--- src/rtl/hlsd_pkg.sv ---
// hlsd_pkg.sv: types and constants shared by the deframer modules
// no dependencies
package hlsd_pkg;

  // fixed field widths
  localparam int BYTE_W      = 8;
  localparam int FRAME_LEN_W = 5;

  // header register reset values
  localparam logic [BYTE_W-1:0] HDR_FIRST_RST  = 8'h55;
  localparam logic [BYTE_W-1:0] HDR_SECOND_RST = 8'h77;

  // configuration register indexes
  localparam logic CFG_HDR_FIRST  = 1'b0;
  localparam logic CFG_HDR_SECOND = 1'b1;

  // status codes
  localparam logic STATUS_OK      = 1'b0;
  localparam logic STATUS_BAD_SUM = 1'b1;

  // header kind codes
  localparam logic KIND_FIRST  = 1'b0;
  localparam logic KIND_SECOND = 1'b1;

  // commands from controller to datapath
  typedef struct packed {
    logic take_hdr;   // latch header byte, start sum
    logic take_len;   // latch length byte, add to sum
    logic take_pay;   // store payload byte, add to sum
    logic clr_idx;    // restart byte index for read-out
    logic rd_en;      // read payload memory at index
    logic load_pay;   // load payload result into output register
    logic load_err;   // load error result into output register
  } hlsd_cmd_t;

  // status from datapath to controller
  typedef struct packed {
    logic hdr_match;  // incoming byte matches a header
    logic len_ok;     // incoming byte is a legal length
    logic idx_last;   // index points at final payload byte
    logic sum_ok;     // incoming byte equals running sum
    logic out_free;   // output register can take a result
  } hlsd_sts_t;

endpackage

--- src/rtl/hlsd_ram.sv ---
// hlsd_ram.sv: generic single-write, single-read RAM with registered read
// no dependencies
module hlsd_ram #(
  parameter int WIDTH = 8,
  parameter int DEPTH = 17,
  parameter int AW    = (DEPTH > 1) ? $clog2(DEPTH) : 1
) (
  input  logic             clk,
  input  logic             wr_en,
  input  logic [AW-1:0]    wr_addr,
  input  logic [WIDTH-1:0] wr_data,
  input  logic             rd_en,
  input  logic [AW-1:0]    rd_addr,
  output logic [WIDTH-1:0] rd_data
);

  logic [WIDTH-1:0] mem [DEPTH];
  logic [WIDTH-1:0] rd_data_r;

  // write port
  always_ff @(posedge clk) begin
    if (wr_en) begin
      mem[wr_addr] <= wr_data;
    end
  end

  // registered read port, holds when not enabled
  always_ff @(posedge clk) begin
    if (rd_en) begin
      rd_data_r <= mem[rd_addr];
    end
  end

  assign rd_data = rd_data_r;

endmodule

--- src/rtl/hlsd_ctrl.sv ---
// hlsd_ctrl.sv: frame controller state machine for the deframer
// depends on hlsd_pkg
module hlsd_ctrl
  import hlsd_pkg::*;
(
  input  logic      clk,
  input  logic      rst_n,
  input  logic      in_valid,
  output logic      in_stall,
  input  hlsd_sts_t sts,
  output hlsd_cmd_t cmd
);

  localparam logic [2:0] S_HUNT = 3'd0;
  localparam logic [2:0] S_LEN  = 3'd1;
  localparam logic [2:0] S_PAY  = 3'd2;
  localparam logic [2:0] S_CHK  = 3'd3;
  localparam logic [2:0] S_RD   = 3'd4;
  localparam logic [2:0] S_LOAD = 3'd5;
  localparam logic [2:0] S_ERR  = 3'd6;

  logic [2:0] state_r, state_nxt;
  logic       acc;

  // input is taken only while collecting frame bytes
  assign in_stall = !((state_r == S_HUNT) || (state_r == S_LEN) ||
                      (state_r == S_PAY)  || (state_r == S_CHK));
  assign acc      = in_valid && !in_stall;

  // next state and commands
  always_comb begin
    state_nxt = state_r;
    cmd       = '0;
    case (state_r)
      S_HUNT: begin
        if (acc && sts.hdr_match) begin
          cmd.take_hdr = 1'b1;
          state_nxt    = S_LEN;
        end
      end
      S_LEN: begin
        if (acc) begin
          if (sts.len_ok) begin
            cmd.take_len = 1'b1;
            state_nxt    = S_PAY;
          end else begin
            state_nxt = S_HUNT;
          end
        end
      end
      S_PAY: begin
        if (acc) begin
          cmd.take_pay = 1'b1;
          if (sts.idx_last) begin
            state_nxt = S_CHK;
          end
        end
      end
      S_CHK: begin
        if (acc) begin
          cmd.clr_idx = 1'b1;
          state_nxt   = sts.sum_ok ? S_RD : S_ERR;
        end
      end
      S_RD: begin
        cmd.rd_en = 1'b1;
        state_nxt = S_LOAD;
      end
      S_LOAD: begin
        if (sts.out_free) begin
          cmd.load_pay = 1'b1;
          state_nxt    = sts.idx_last ? S_HUNT : S_RD;
        end
      end
      S_ERR: begin
        if (sts.out_free) begin
          cmd.load_err = 1'b1;
          state_nxt    = S_HUNT;
        end
      end
      default: begin
        state_nxt = S_HUNT;
      end
    endcase
  end

  // state register
  always_ff @(posedge clk) begin
    if (!rst_n) begin
      state_r <= S_HUNT;
    end else begin
      state_r <= state_nxt;
    end
  end

endmodule

--- src/rtl/hlsd_dpath.sv ---
// hlsd_dpath.sv: deframer datapath: header registers, sum, index, payload store, output
// depends on hlsd_pkg and hlsd_ram
module hlsd_dpath
  import hlsd_pkg::*;
#(
  parameter int MAX_PAYLOAD = 17
) (
  input  logic                   clk,
  input  logic                   rst_n,
  input  logic [BYTE_W-1:0]      in_rx_byte,
  input  logic                   cfg_we,
  input  logic                   cfg_index,
  input  logic [BYTE_W-1:0]      cfg_data,
  input  hlsd_cmd_t              cmd,
  output hlsd_sts_t              sts,
  output logic                   out_valid,
  input  logic                   out_stall,
  output logic [BYTE_W-1:0]      out_payload_byte,
  output logic                   out_header_kind,
  output logic [FRAME_LEN_W-1:0] out_frame_length,
  output logic                   out_status,
  output logic                   out_last
);

  localparam int LW = $clog2(MAX_PAYLOAD + 1);
  localparam int AW = (MAX_PAYLOAD > 1) ? $clog2(MAX_PAYLOAD) : 1;

  logic [BYTE_W-1:0]      hdr_first_r, hdr_second_r;
  logic                   kind_r;
  logic [LW-1:0]          len_r;
  logic [LW-1:0]          idx_r;
  logic [BYTE_W-1:0]      sum_r;
  logic [BYTE_W-1:0]      rd_data;
  logic                   out_valid_r;
  logic [BYTE_W-1:0]      out_payload_r;
  logic                   out_kind_r;
  logic [FRAME_LEN_W-1:0] out_len_r;
  logic                   out_status_r;
  logic                   out_last_r;

  // status toward the controller
  assign sts.hdr_match = (in_rx_byte == hdr_first_r) || (in_rx_byte == hdr_second_r);
  assign sts.len_ok    = (in_rx_byte != '0) && (in_rx_byte <= BYTE_W'(MAX_PAYLOAD));
  assign sts.idx_last  = (idx_r == (len_r - LW'(1)));
  assign sts.sum_ok    = (in_rx_byte == sum_r);
  assign sts.out_free  = !out_valid_r || !out_stall;

  // header value registers
  always_ff @(posedge clk) begin
    if (!rst_n) begin
      hdr_first_r  <= HDR_FIRST_RST;
      hdr_second_r <= HDR_SECOND_RST;
    end else if (cfg_we) begin
      if (cfg_index == CFG_HDR_FIRST) begin
        hdr_first_r <= cfg_data;
      end else begin
        hdr_second_r <= cfg_data;
      end
    end
  end

  // running sum and byte index
  always_ff @(posedge clk) begin
    if (!rst_n) begin
      sum_r <= '0;
      idx_r <= '0;
    end else begin
      if (cmd.take_hdr) begin
        sum_r <= in_rx_byte;
        idx_r <= '0;
      end else if (cmd.take_len || cmd.take_pay) begin
        sum_r <= sum_r + in_rx_byte;
      end
      if (cmd.take_pay || cmd.load_pay) begin
        idx_r <= idx_r + LW'(1);
      end else if (cmd.clr_idx) begin
        idx_r <= '0;
      end
    end
  end

  // frame header fields, latched once per frame
  always_ff @(posedge clk) begin
    if (cmd.take_hdr) begin
      kind_r <= (in_rx_byte == hdr_first_r) ? KIND_FIRST : KIND_SECOND;
    end
    if (cmd.take_len) begin
      len_r <= in_rx_byte[LW-1:0];
    end
  end

  // payload store
  hlsd_ram #(
    .WIDTH (BYTE_W),
    .DEPTH (MAX_PAYLOAD),
    .AW    (AW)
  ) u_store (
    .clk     (clk),
    .wr_en   (cmd.take_pay),
    .wr_addr (idx_r[AW-1:0]),
    .wr_data (in_rx_byte),
    .rd_en   (cmd.rd_en),
    .rd_addr (idx_r[AW-1:0]),
    .rd_data (rd_data)
  );

  // output register valid
  always_ff @(posedge clk) begin
    if (!rst_n) begin
      out_valid_r <= 1'b0;
    end else if (cmd.load_pay || cmd.load_err) begin
      out_valid_r <= 1'b1;
    end else if (!out_stall) begin
      out_valid_r <= 1'b0;
    end
  end

  // output register payload
  always_ff @(posedge clk) begin
    if (cmd.load_pay || cmd.load_err) begin
      out_kind_r <= kind_r;
      out_len_r  <= FRAME_LEN_W'(len_r);
    end
    if (cmd.load_pay) begin
      out_payload_r <= rd_data;
      out_status_r  <= STATUS_OK;
      out_last_r    <= sts.idx_last;
    end else if (cmd.load_err) begin
      out_payload_r <= '0;
      out_status_r  <= STATUS_BAD_SUM;
      out_last_r    <= 1'b1;
    end
  end

  assign out_valid        = out_valid_r;
  assign out_payload_byte = out_payload_r;
  assign out_header_kind  = out_kind_r;
  assign out_frame_length = out_len_r;
  assign out_status       = out_status_r;
  assign out_last         = out_last_r;

endmodule

--- src/rtl/header_length_sum_deframer.sv ---
// header_length_sum_deframer.sv: top level of the serial frame deframer
// depends on hlsd_pkg, hlsd_ctrl, hlsd_dpath (and hlsd_ram through it)
//
// Takes received bytes one per item and finds frames of the form header, length L
// (1..MAX_PAYLOAD), L payload bytes, checksum (8-bit wrapping sum of header, length
// and payload). A good frame yields its L payload bytes as a run of result items with
// last on the final one; a bad checksum yields one error item (status 1, payload 0).
// While collecting a frame the block takes one byte per cycle. Payload bytes sit in a
// small RAM with a registered read port, so after the checksum byte each payload byte
// is first read from the RAM and then loaded into the output register, each load
// waiting while the output is stalled; input is stalled for that whole read-out.
// Header values are written through the cfg port; the user must write them only while
// the block idles, and the block itself does not enforce this.
module header_length_sum_deframer
  import hlsd_pkg::*;
#(
  parameter int MAX_PAYLOAD = 17
) (
  input  logic                   clk,
  input  logic                   rst_n,
  input  logic                   in_valid,
  output logic                   in_stall,
  input  logic [BYTE_W-1:0]      in_rx_byte,
  output logic                   out_valid,
  input  logic                   out_stall,
  output logic [BYTE_W-1:0]      out_payload_byte,
  output logic                   out_header_kind,
  output logic [FRAME_LEN_W-1:0] out_frame_length,
  output logic                   out_status,
  output logic                   out_last,
  input  logic                   cfg_valid,
  output logic                   cfg_ready,
  input  logic                   cfg_index,
  input  logic [BYTE_W-1:0]      cfg_data
);

  hlsd_cmd_t cmd;
  hlsd_sts_t sts;

  // register writes are always taken
  assign cfg_ready = 1'b1;

  // frame controller
  hlsd_ctrl u_ctrl (
    .clk      (clk),
    .rst_n    (rst_n),
    .in_valid (in_valid),
    .in_stall (in_stall),
    .sts      (sts),
    .cmd      (cmd)
  );

  // datapath
  hlsd_dpath #(
    .MAX_PAYLOAD (MAX_PAYLOAD)
  ) u_dpath (
    .clk              (clk),
    .rst_n            (rst_n),
    .in_rx_byte       (in_rx_byte),
    .cfg_we           (cfg_valid && cfg_ready),
    .cfg_index        (cfg_index),
    .cfg_data         (cfg_data),
    .cmd              (cmd),
    .sts              (sts),
    .out_valid        (out_valid),
    .out_stall        (out_stall),
    .out_payload_byte (out_payload_byte),
    .out_header_kind  (out_header_kind),
    .out_frame_length (out_frame_length),
    .out_status       (out_status),
    .out_last         (out_last)
  );

endmodule

--- config.mk ---
export PLATFORM = sky130hd
export DESIGN_NAME = header_length_sum_deframer
export DESIGN_NICKNAME = d
export VERILOG_FILES = /design/src/rtl/hlsd_pkg.sv /design/src/rtl/hlsd_ram.sv /design/src/rtl/hlsd_ctrl.sv /design/src/rtl/hlsd_dpath.sv /design/src/rtl/header_length_sum_deframer.sv
export SDC_FILE = /design/constraint.sdc
export NUM_CORES = 1
export LEC_CHECK = 0
export BUFFER_PORTS_ARGS = -buffer_cell sky130_fd_sc_hd__clkbuf_2
export CORE_AREA = 2 2 179 93
export DETAILED_ROUTE_END_ITERATION = 12
export DIE_AREA = 0 0 181 95
export PLACE_DENSITY = 0.81
export SKIP_LAST_GASP = 1
export SLEW_MARGIN = 20
export SYNTH_ARGS = -nofsm -noshare
export SYNTH_HDL_FRONTEND = slang
export SYNTH_SLANG_ARGS = --single-unit
--- constraint.sdc ---
create_clock -name clk -period 7 [get_ports clk]
set_input_delay 1.05 -clock clk [delete_from_list [all_inputs] [get_ports clk]]
set_output_delay 1.05 -clock clk [all_outputs]
set_load 0.1 [all_outputs]
==> metrics.cfg, run 1 <==
[global_routing]
grt_pass1_vias = 4848
antenna_found_initial = 1
grt_max_degree = 38
grt_usage_pct = 23.76
grt_overflow = 0
grt_pass1_wl_um = 29200

[sta]
relSlewSlack_pct = 37.75
fmax_ghz = 0.3345
period_needed_ns = 2.989
fin_crit_sh_pct = 42.70
skew_ns = 0.01147
rsz0062_at_grt = no
finalSetupViolations = 0
worst_pin_slew_ns = 0.9304
tns_ns = 0
timing.final.hold_violations = 0
maxSlewViolCount = 0

[power]
peakVddDrop_uv = 156.0
p_sw_mw = 0.5087
p_leak_nw = 3.087
power_mw = 2.295
p_int_mw = 1.787
powerDensity_mw_per_mm2 = 244.2
comb_power_share_pct = 3.0
swShare_pct = 22.16
power_frac_clock_pct = 40.9
seqPwrFrac_pct = 56.1

[critical_path]
start_kind = input pin
crit_fanout = 23
crit_required_ns = 7.31
reg2reg_to = u_dpath.u_store.mem[3][0]$_DFFE_PP_
critPathCaptureType = flop
r2r_setup_slack_ns = 4.06
crit_path_cell_trace = clkbuf_2 -> ha_1 -> inv_1 -> fa_1 -> nor2b_1 -> o21a_1 -> o21ai_0 -> nor4b_1 -> o31ai_1 -> a21oi_1
timing_worst_setup_path_type = in2reg
max_stage_delay_ns = 0.46
ff2ff_path_depth = 4
arrival_ns = 3.30
path_buf_inv = 2
r2r_start = u_dpath.idx_r[1]$_SDFFE_PN0P_
crit_family = adder cells
slowest_stage = fa_1

[clock_tree]
ctsRootBufferMaster = clkbuf_16
postCtsResizedCells = 0
clock_latency_ns = 0.44
numCtsBuffers = 17
cts_max_path_buffers = 2
path_clk_slew_ns = 0.08
cts.htree.levels = 4
cts_hold_buf = 0
post_cts_buffers = 0
cts_sinks = 199
tritoncts = done

[detailed_routing]
ant_nets = 0
wl_per_cell_um = 23.23
drt_first_pass_iters = 5
dr_total_vias = 5224
drt_iter0_drc = 671
drc = 0
post_drt_via_cell_ratio = 6.234
routed_wl_um = 19470

[logic_synthesis]
syn_nets = 618
seq_area_frac_synth_pct = 66.46
synth_cell_types = 57
synth_area_mm2 = 0.008479
syn_inst = 583
synth_seq_cells = 199
async_flop_share_pct = 0
synth_flop_cell = edfxtp_1
syn_area_per_cell_um2 = 14.54
synth_edf_count = 165
synth_warnings = 0

[outcome]
outcome = finished clean

[floorplanning]
core_mm2 = 0.01586
die_y_um = 95
rows = 33
ioPinCount = 41
start_util_pct = 53.48
die_x_um = 181
die_area_mm2 = 0.01720

[placement]
dpl.hpwl_um = 12680
gp_congestion = 0.8739
dp_cells = 805
numPortBuffers = 39

[job]
drv_cap = 0

[layout]
final_cell_mix = 165 x edfxtp_1, 56 x nand2_1, 41 x nor2_1
instances_no_fill = 838
fin_util_pct = 59.29
fin_nets = 649
layout-drive-gt1-share_pct = 19.30
layout_commonest_cell = edfxtp_1
syn_to_final_growth_pct = 10.86

[hold_path]
min-delay-start = u_dpath.sum_r[4]$_SDFFE_PN0P_
whs_path_depth = 2
hold_end = u_dpath.sum_r[4]$_SDFFE_PN0P_
min_path_type = reg2reg

==> kinds of logic (layout without fill, tap and decap cells) <==
group                    Yosys count  after routing  synth area share (%)
adder cells (fa/ha/maj)           13             13                 2.007
buffers and inverters             47             91                 2.494
flip-flops                       199            199                 66.46
AND/OR/NAND/NOR                  171            171                 9.931
multiplexers                      42             42                 9.680
other                              1              2               0.04422
AO/OA/AOI/OAI                     82             82                 6.493
XOR/XNOR                          28             28                 2.892
==> cell usage after synthesis (11+ instances only) <==
master    count  area (um^2)
ha_1         12        150.1
and2_1       12        75.07
nand3_1      17        85.08
a31oi_1      11        68.82
edfxtp_1    165         4955
dfxtp_1      34        680.7
xor2_1       21        183.9
clkbuf_1     18        67.56
nor2_1       41        153.9
o21ai_0      14        70.07
a21oi_1      31        155.2
nor2b_1      11        68.82
inv_1        13        48.80
nand2_1      56        210.2
mux4_2       32        720.7
==> worst min-delay path: stages, from the launching register on <==
cell	delay (ns)
dfxtp_1	0.32
nand2_1	0.05
a21oi_1	0.05
==> power groups by stage <==
stage	clock network [mW]	registers, mW	logic [mW]
5_1_grt	0.993	1.29	0.0747
4_1_cts	0.946	1.29	0.0676
6_report	0.939	1.29	0.0697
3_5_place_dp	0	1.31	0.0669
3_3_place_gp	0	1.31	0.0633
2_1_floorplan	0	1.31	0.0351
==> flip-flops by register name, indices dropped and copies added, names as in the netlist <==
| signal | flops |
|---|---|
| u_dpath.sum_r | 8 |
| u_dpath.kind_r | 1 |
| u_dpath.out_valid | 1 |
| u_dpath.out_status | 1 |
| u_dpath.out_last | 1 |
| u_ctrl.state_r | 3 |
| u_dpath.idx_r | 5 |
| u_dpath.out_payload_byte | 8 |
| u_dpath.u_store.mem | 136 |
| u_dpath.out_frame_length | 5 |
| u_dpath.hdr_second_r | 8 |
| u_dpath.u_store.rd_data | 8 |
| u_dpath.hdr_first_r | 8 |
| u_dpath.len_r | 5 |
| u_dpath.out_header_kind | 1 |
==> worst max-delay path by stage <==
stage | cells past startpoint | startpoint | endpoint
finish | 10 | in_rx_byte[0] | u_dpath.sum_r[6]$_SDFFE_PN0P_
global placement | 10 | in_rx_byte[0] | u_dpath.sum_r[6]$_SDFFE_PN0P_
detailed placement | 10 | in_rx_byte[0] | u_dpath.sum_r[6]$_SDFFE_PN0P_
CTS | 10 | in_rx_byte[0] | u_dpath.sum_r[6]$_SDFFE_PN0P_
global route | 4 | u_dpath.idx_r[1]$_SDFFE_PN0P_ | u_dpath.u_store.mem[3][0]$_DFFE_PP_
floorplan | 5 | in_valid | u_dpath.u_store.mem[16][0]$_DFFE_PP_
==> layout make-up <==
type / instances / area, um^2
well taps: 210 / 262.8
repair buffers: 45 / 240.2
multi-input cells: 337 / 2638
diodes: 1 / 2.502
inverters: 14 / 52.55
fillers: 1161 / 6455
clock inverters: 13 / 115.1
clock buffers: 19 / 452.9
flip-flops and latches: 199 / 5637
==> routing by layer <==
layer	vias to the layer above	GRT usage [%]	share of wire [%]
met5	-	0	0
met2	361	32.50	41
li1	2258	-	-
met3	44	7.520	12
met4	0	6.030	1.6
met1	2561	36.64	45
==> metrics by stage <==
step                setup slack, ns  hold WS, ns  area [um^2]
floorplan                     3.938       0.4003         8479
CTS                           4.067       0.4703         9393
detailed placement            3.619       0.4592         8825
global placement              3.783       0.4458         8825
global route                  3.900       0.4895         9398
finish                        4.011       0.4698         9400
(Power assumes the default switching activity.)
==> inputs of run 2 (changes only) <==
Settings changed: PLACE_DENSITY 0.81 to 0.84.
Clock period 7 ns to 2.4 ns, I/O delays scaled along.
==> run 2 against run 1 <==
Power rose to 3.0 times the previous value. Cell area up 3.7%. Wire length up 2.0%. Final cell count up 4.4%. Count of clock-buffer cells in the layout up 1. Global-route usage up 0.75 points. Critical path type is now reg2reg.
==> metrics.cfg, run 2 (synthesis results as in run 1) <==
[global_routing]
grt_pass1_wl_um = 29970  ; was 29,200 um
grt_overflow = 0  ; unchanged
grt_max_degree = 27  ; was 38
grt_usage_pct = 24.51  ; was 23.76%
antenna_found_initial = 0  ; was 1
grt_pass1_vias = 5083  ; was 4,848

[layout]
multi_input_area_mm2 = 0.002639  ; was 0.002638 mm^2
fin_util_pct = 61.49  ; was 59.29%
fin_nets = 687  ; was 649
largest_reg_flops = 136  ; unchanged
fill_cells = 1151  ; was 1,161
instances_no_fill = 875  ; was 838
fin_area_mm2 = 0.009749  ; was 0.009400 mm^2
num_antenna_cells = 0  ; was 1
regMostFlops = u_dpath.u_store.mem  ; unchanged
final_cell_mix = 165 x edfxtp_1, 56 x nand2_1, 41 x nor2_1, 41 x buf_4, 39 x clkbuf_2  ; was 165 x edfxtp_1, 56 x nand2_1, 41 x nor2_1
layout-drive-gt1-share_pct = 24.06  ; was 19.30%
layout_commonest_cell = edfxtp_1  ; unchanged
syn_to_final_growth_pct = 14.98  ; was 10.86%
regArea_mm2 = 0.005637  ; unchanged

[sta]
skew_ns = 0.008196  ; was 0.01147 ns
finalSetupViolations = 0  ; unchanged
period_needed_ns = 2.141
relSlewSlack_pct = 40.94  ; was 37.75%
layout_setup_ws_ns = 0.2592  ; was 4.011 ns
worst_pin_slew_ns = 0.8847  ; was 0.9304 ns
maxSlewViolCount = 0  ; unchanged
fin_crit_sh_pct = 89.20
hold_slack_ns = 0.1512  ; was 0.4698 ns
timing.final.hold_violations = 0  ; unchanged
fmax_ghz = 0.4671
rsz0062_at_grt = no  ; unchanged
tns_ns = 0  ; unchanged

[critical_path]
crit_required_ns = 2.51  ; was 7.31 ns
crit_path_cell_trace = buf_12 -> mux4_2 -> mux2i_1 -> nor2_1 -> a31oi_1 -> o21ai_0  ; was clkbuf_2 -> ha_1 -> inv_1 -> fa_1 -> nor2b_1 -> o21a_1 -> o21ai_0 -> nor4b_1 -> o31ai_1 -> a21oi_1
start_kind = flop  ; was input pin
timing_worst_setup_path_type = reg2reg  ; was in2reg
critPathCaptureType = flop  ; unchanged
arrival_ns = 2.25  ; was 3.30 ns
crit_family = multiplexers  ; was adder cells
slowest_stage = mux4_2  ; was fa_1
max_stage_delay_ns = 0.54  ; was 0.46 ns
path_buf_inv = 1  ; was 2
crit_fanout = 24  ; was 23

[clock_tree]
post_cts_buffers = 0  ; unchanged
cts.htree.levels = 4  ; unchanged
path_clk_slew_ns = 0.07  ; was 0.08 ns
ctsRootBufferMaster = clkbuf_16  ; unchanged
postCtsResizedCells = 0  ; unchanged
cts_max_path_buffers = 2  ; unchanged
tritoncts = done  ; unchanged
numCtsBuffers = 17  ; unchanged
cts_hold_buf = 0  ; unchanged
cts_sinks = 199  ; unchanged
clock_latency_ns = 0.43  ; was 0.44 ns

[placement]
dpl_cell_area_mm2 = 0.009154  ; was 0.008825 mm^2
dp_cells = 843  ; was 805
place_ws_ns = 0.02902  ; was 3.619 ns
dpl.hpwl_um = 13970  ; was 12,680 um
numPortBuffers = 39  ; unchanged
gp_congestion = 0.8719  ; was 0.8739

[floorplanning]
ioPinCount = 41  ; unchanged
core_mm2 = 0.01586  ; unchanged
die_area_mm2 = 0.01720  ; unchanged
rows = 33  ; unchanged
die_x_um = 181  ; unchanged
start_util_pct = 53.48  ; unchanged
die_y_um = 95  ; unchanged

[job]
drv_cap = 0  ; unchanged

[detailed_routing]
wl_per_cell_um = 22.70  ; was 23.23 um
drc = 0  ; unchanged
drt_iter0_drc = 503  ; was 671
dr_total_vias = 5290  ; was 5,224
routed_wl_um = 19860  ; was 19,470 um
drt_first_pass_iters = 7  ; was 5
ant_nets = 0  ; unchanged
post_drt_via_cell_ratio = 6.046  ; was 6.234

[power]
powerDensity_mw_per_mm2 = 703.2  ; was 244.2 mW/mm^2
p_leak_nw = 3.307  ; was 3.087 nW
power_mw = 6.856  ; was 2.295 mW
peakVddDrop_uv = 445.3  ; was 156.0 uV

[hold_path]
min_path_type = in2reg  ; was reg2reg

[outcome]
outcome = finished clean  ; unchanged

==> run 2: changes by cell type in the layout (fill, tap and decap cells not counted), moves of 2 or more <==
cell,delta
clkinv_4,-2
inv_6,+4
buf_4,+35
inv_8,-2
buf_12,+3
==> run 2: worst reg2reg max path, stage by stage (launching register included) <==
cell	delay, ns
dfxtp_2	0.36
buf_12	0.21
mux4_2	0.57
mux2i_1	0.25
nor2_1	0.08
a31oi_1	0.14
o21ai_0	0.22
==> run 2: power breakdown <==
group	switching, mW	total (mW)	internal, mW
sequential	0.0135	3.75	3.74
clock	1.34	2.89	1.55
combinational	0.149	0.216	0.0680
==> run 2: area by class of cell <==
| cell class | count | share of cell area, % |
|---|---|---|
| well taps | 210 | 2.695 |
| inverters | 14 | 0.5390 |
| repair buffers | 83 | 5.775 |
| flip-flops and latches | 199 | 57.82 |
| multi-input cells | 337 | 27.07 |
| clock buffers | 20 | 4.787 |
| clock inverters | 12 | 1.322 |
==> run 2: path summary, 6_finish.rpt <==
| check | slack (ns) | cells after the start | to | startpoint |
|---|---|---|---|---|
| max | 0.26 | 6 | u_dpath.u_store.rd_data[1]$_DFFE_PP_ | u_dpath.idx_r[0]$_SDFFE_PN0P_ |
| min | 0.15 | 3 | u_dpath.hdr_first_r[4]$_SDFFE_PN1P_ | cfg_data[4] |
| max reg2reg | 0.26 | 6 | u_dpath.u_store.rd_data[1]$_DFFE_PP_ | u_dpath.idx_r[0]$_SDFFE_PN0P_ |
| min reg2reg | 0.47 | 2 | u_dpath.sum_r[4]$_SDFFE_PN0P_ | u_dpath.sum_r[4]$_SDFFE_PN0P_ |
==> run 2: layer usage <==
layer,vias up,track usage [%],share of wire (%)
met2,328,33.78,41
met5,-,0,0
li1,2329,-,-
met3,33,8.176,13
met1,2600,37.09,45
met4,0,6.707,1.4
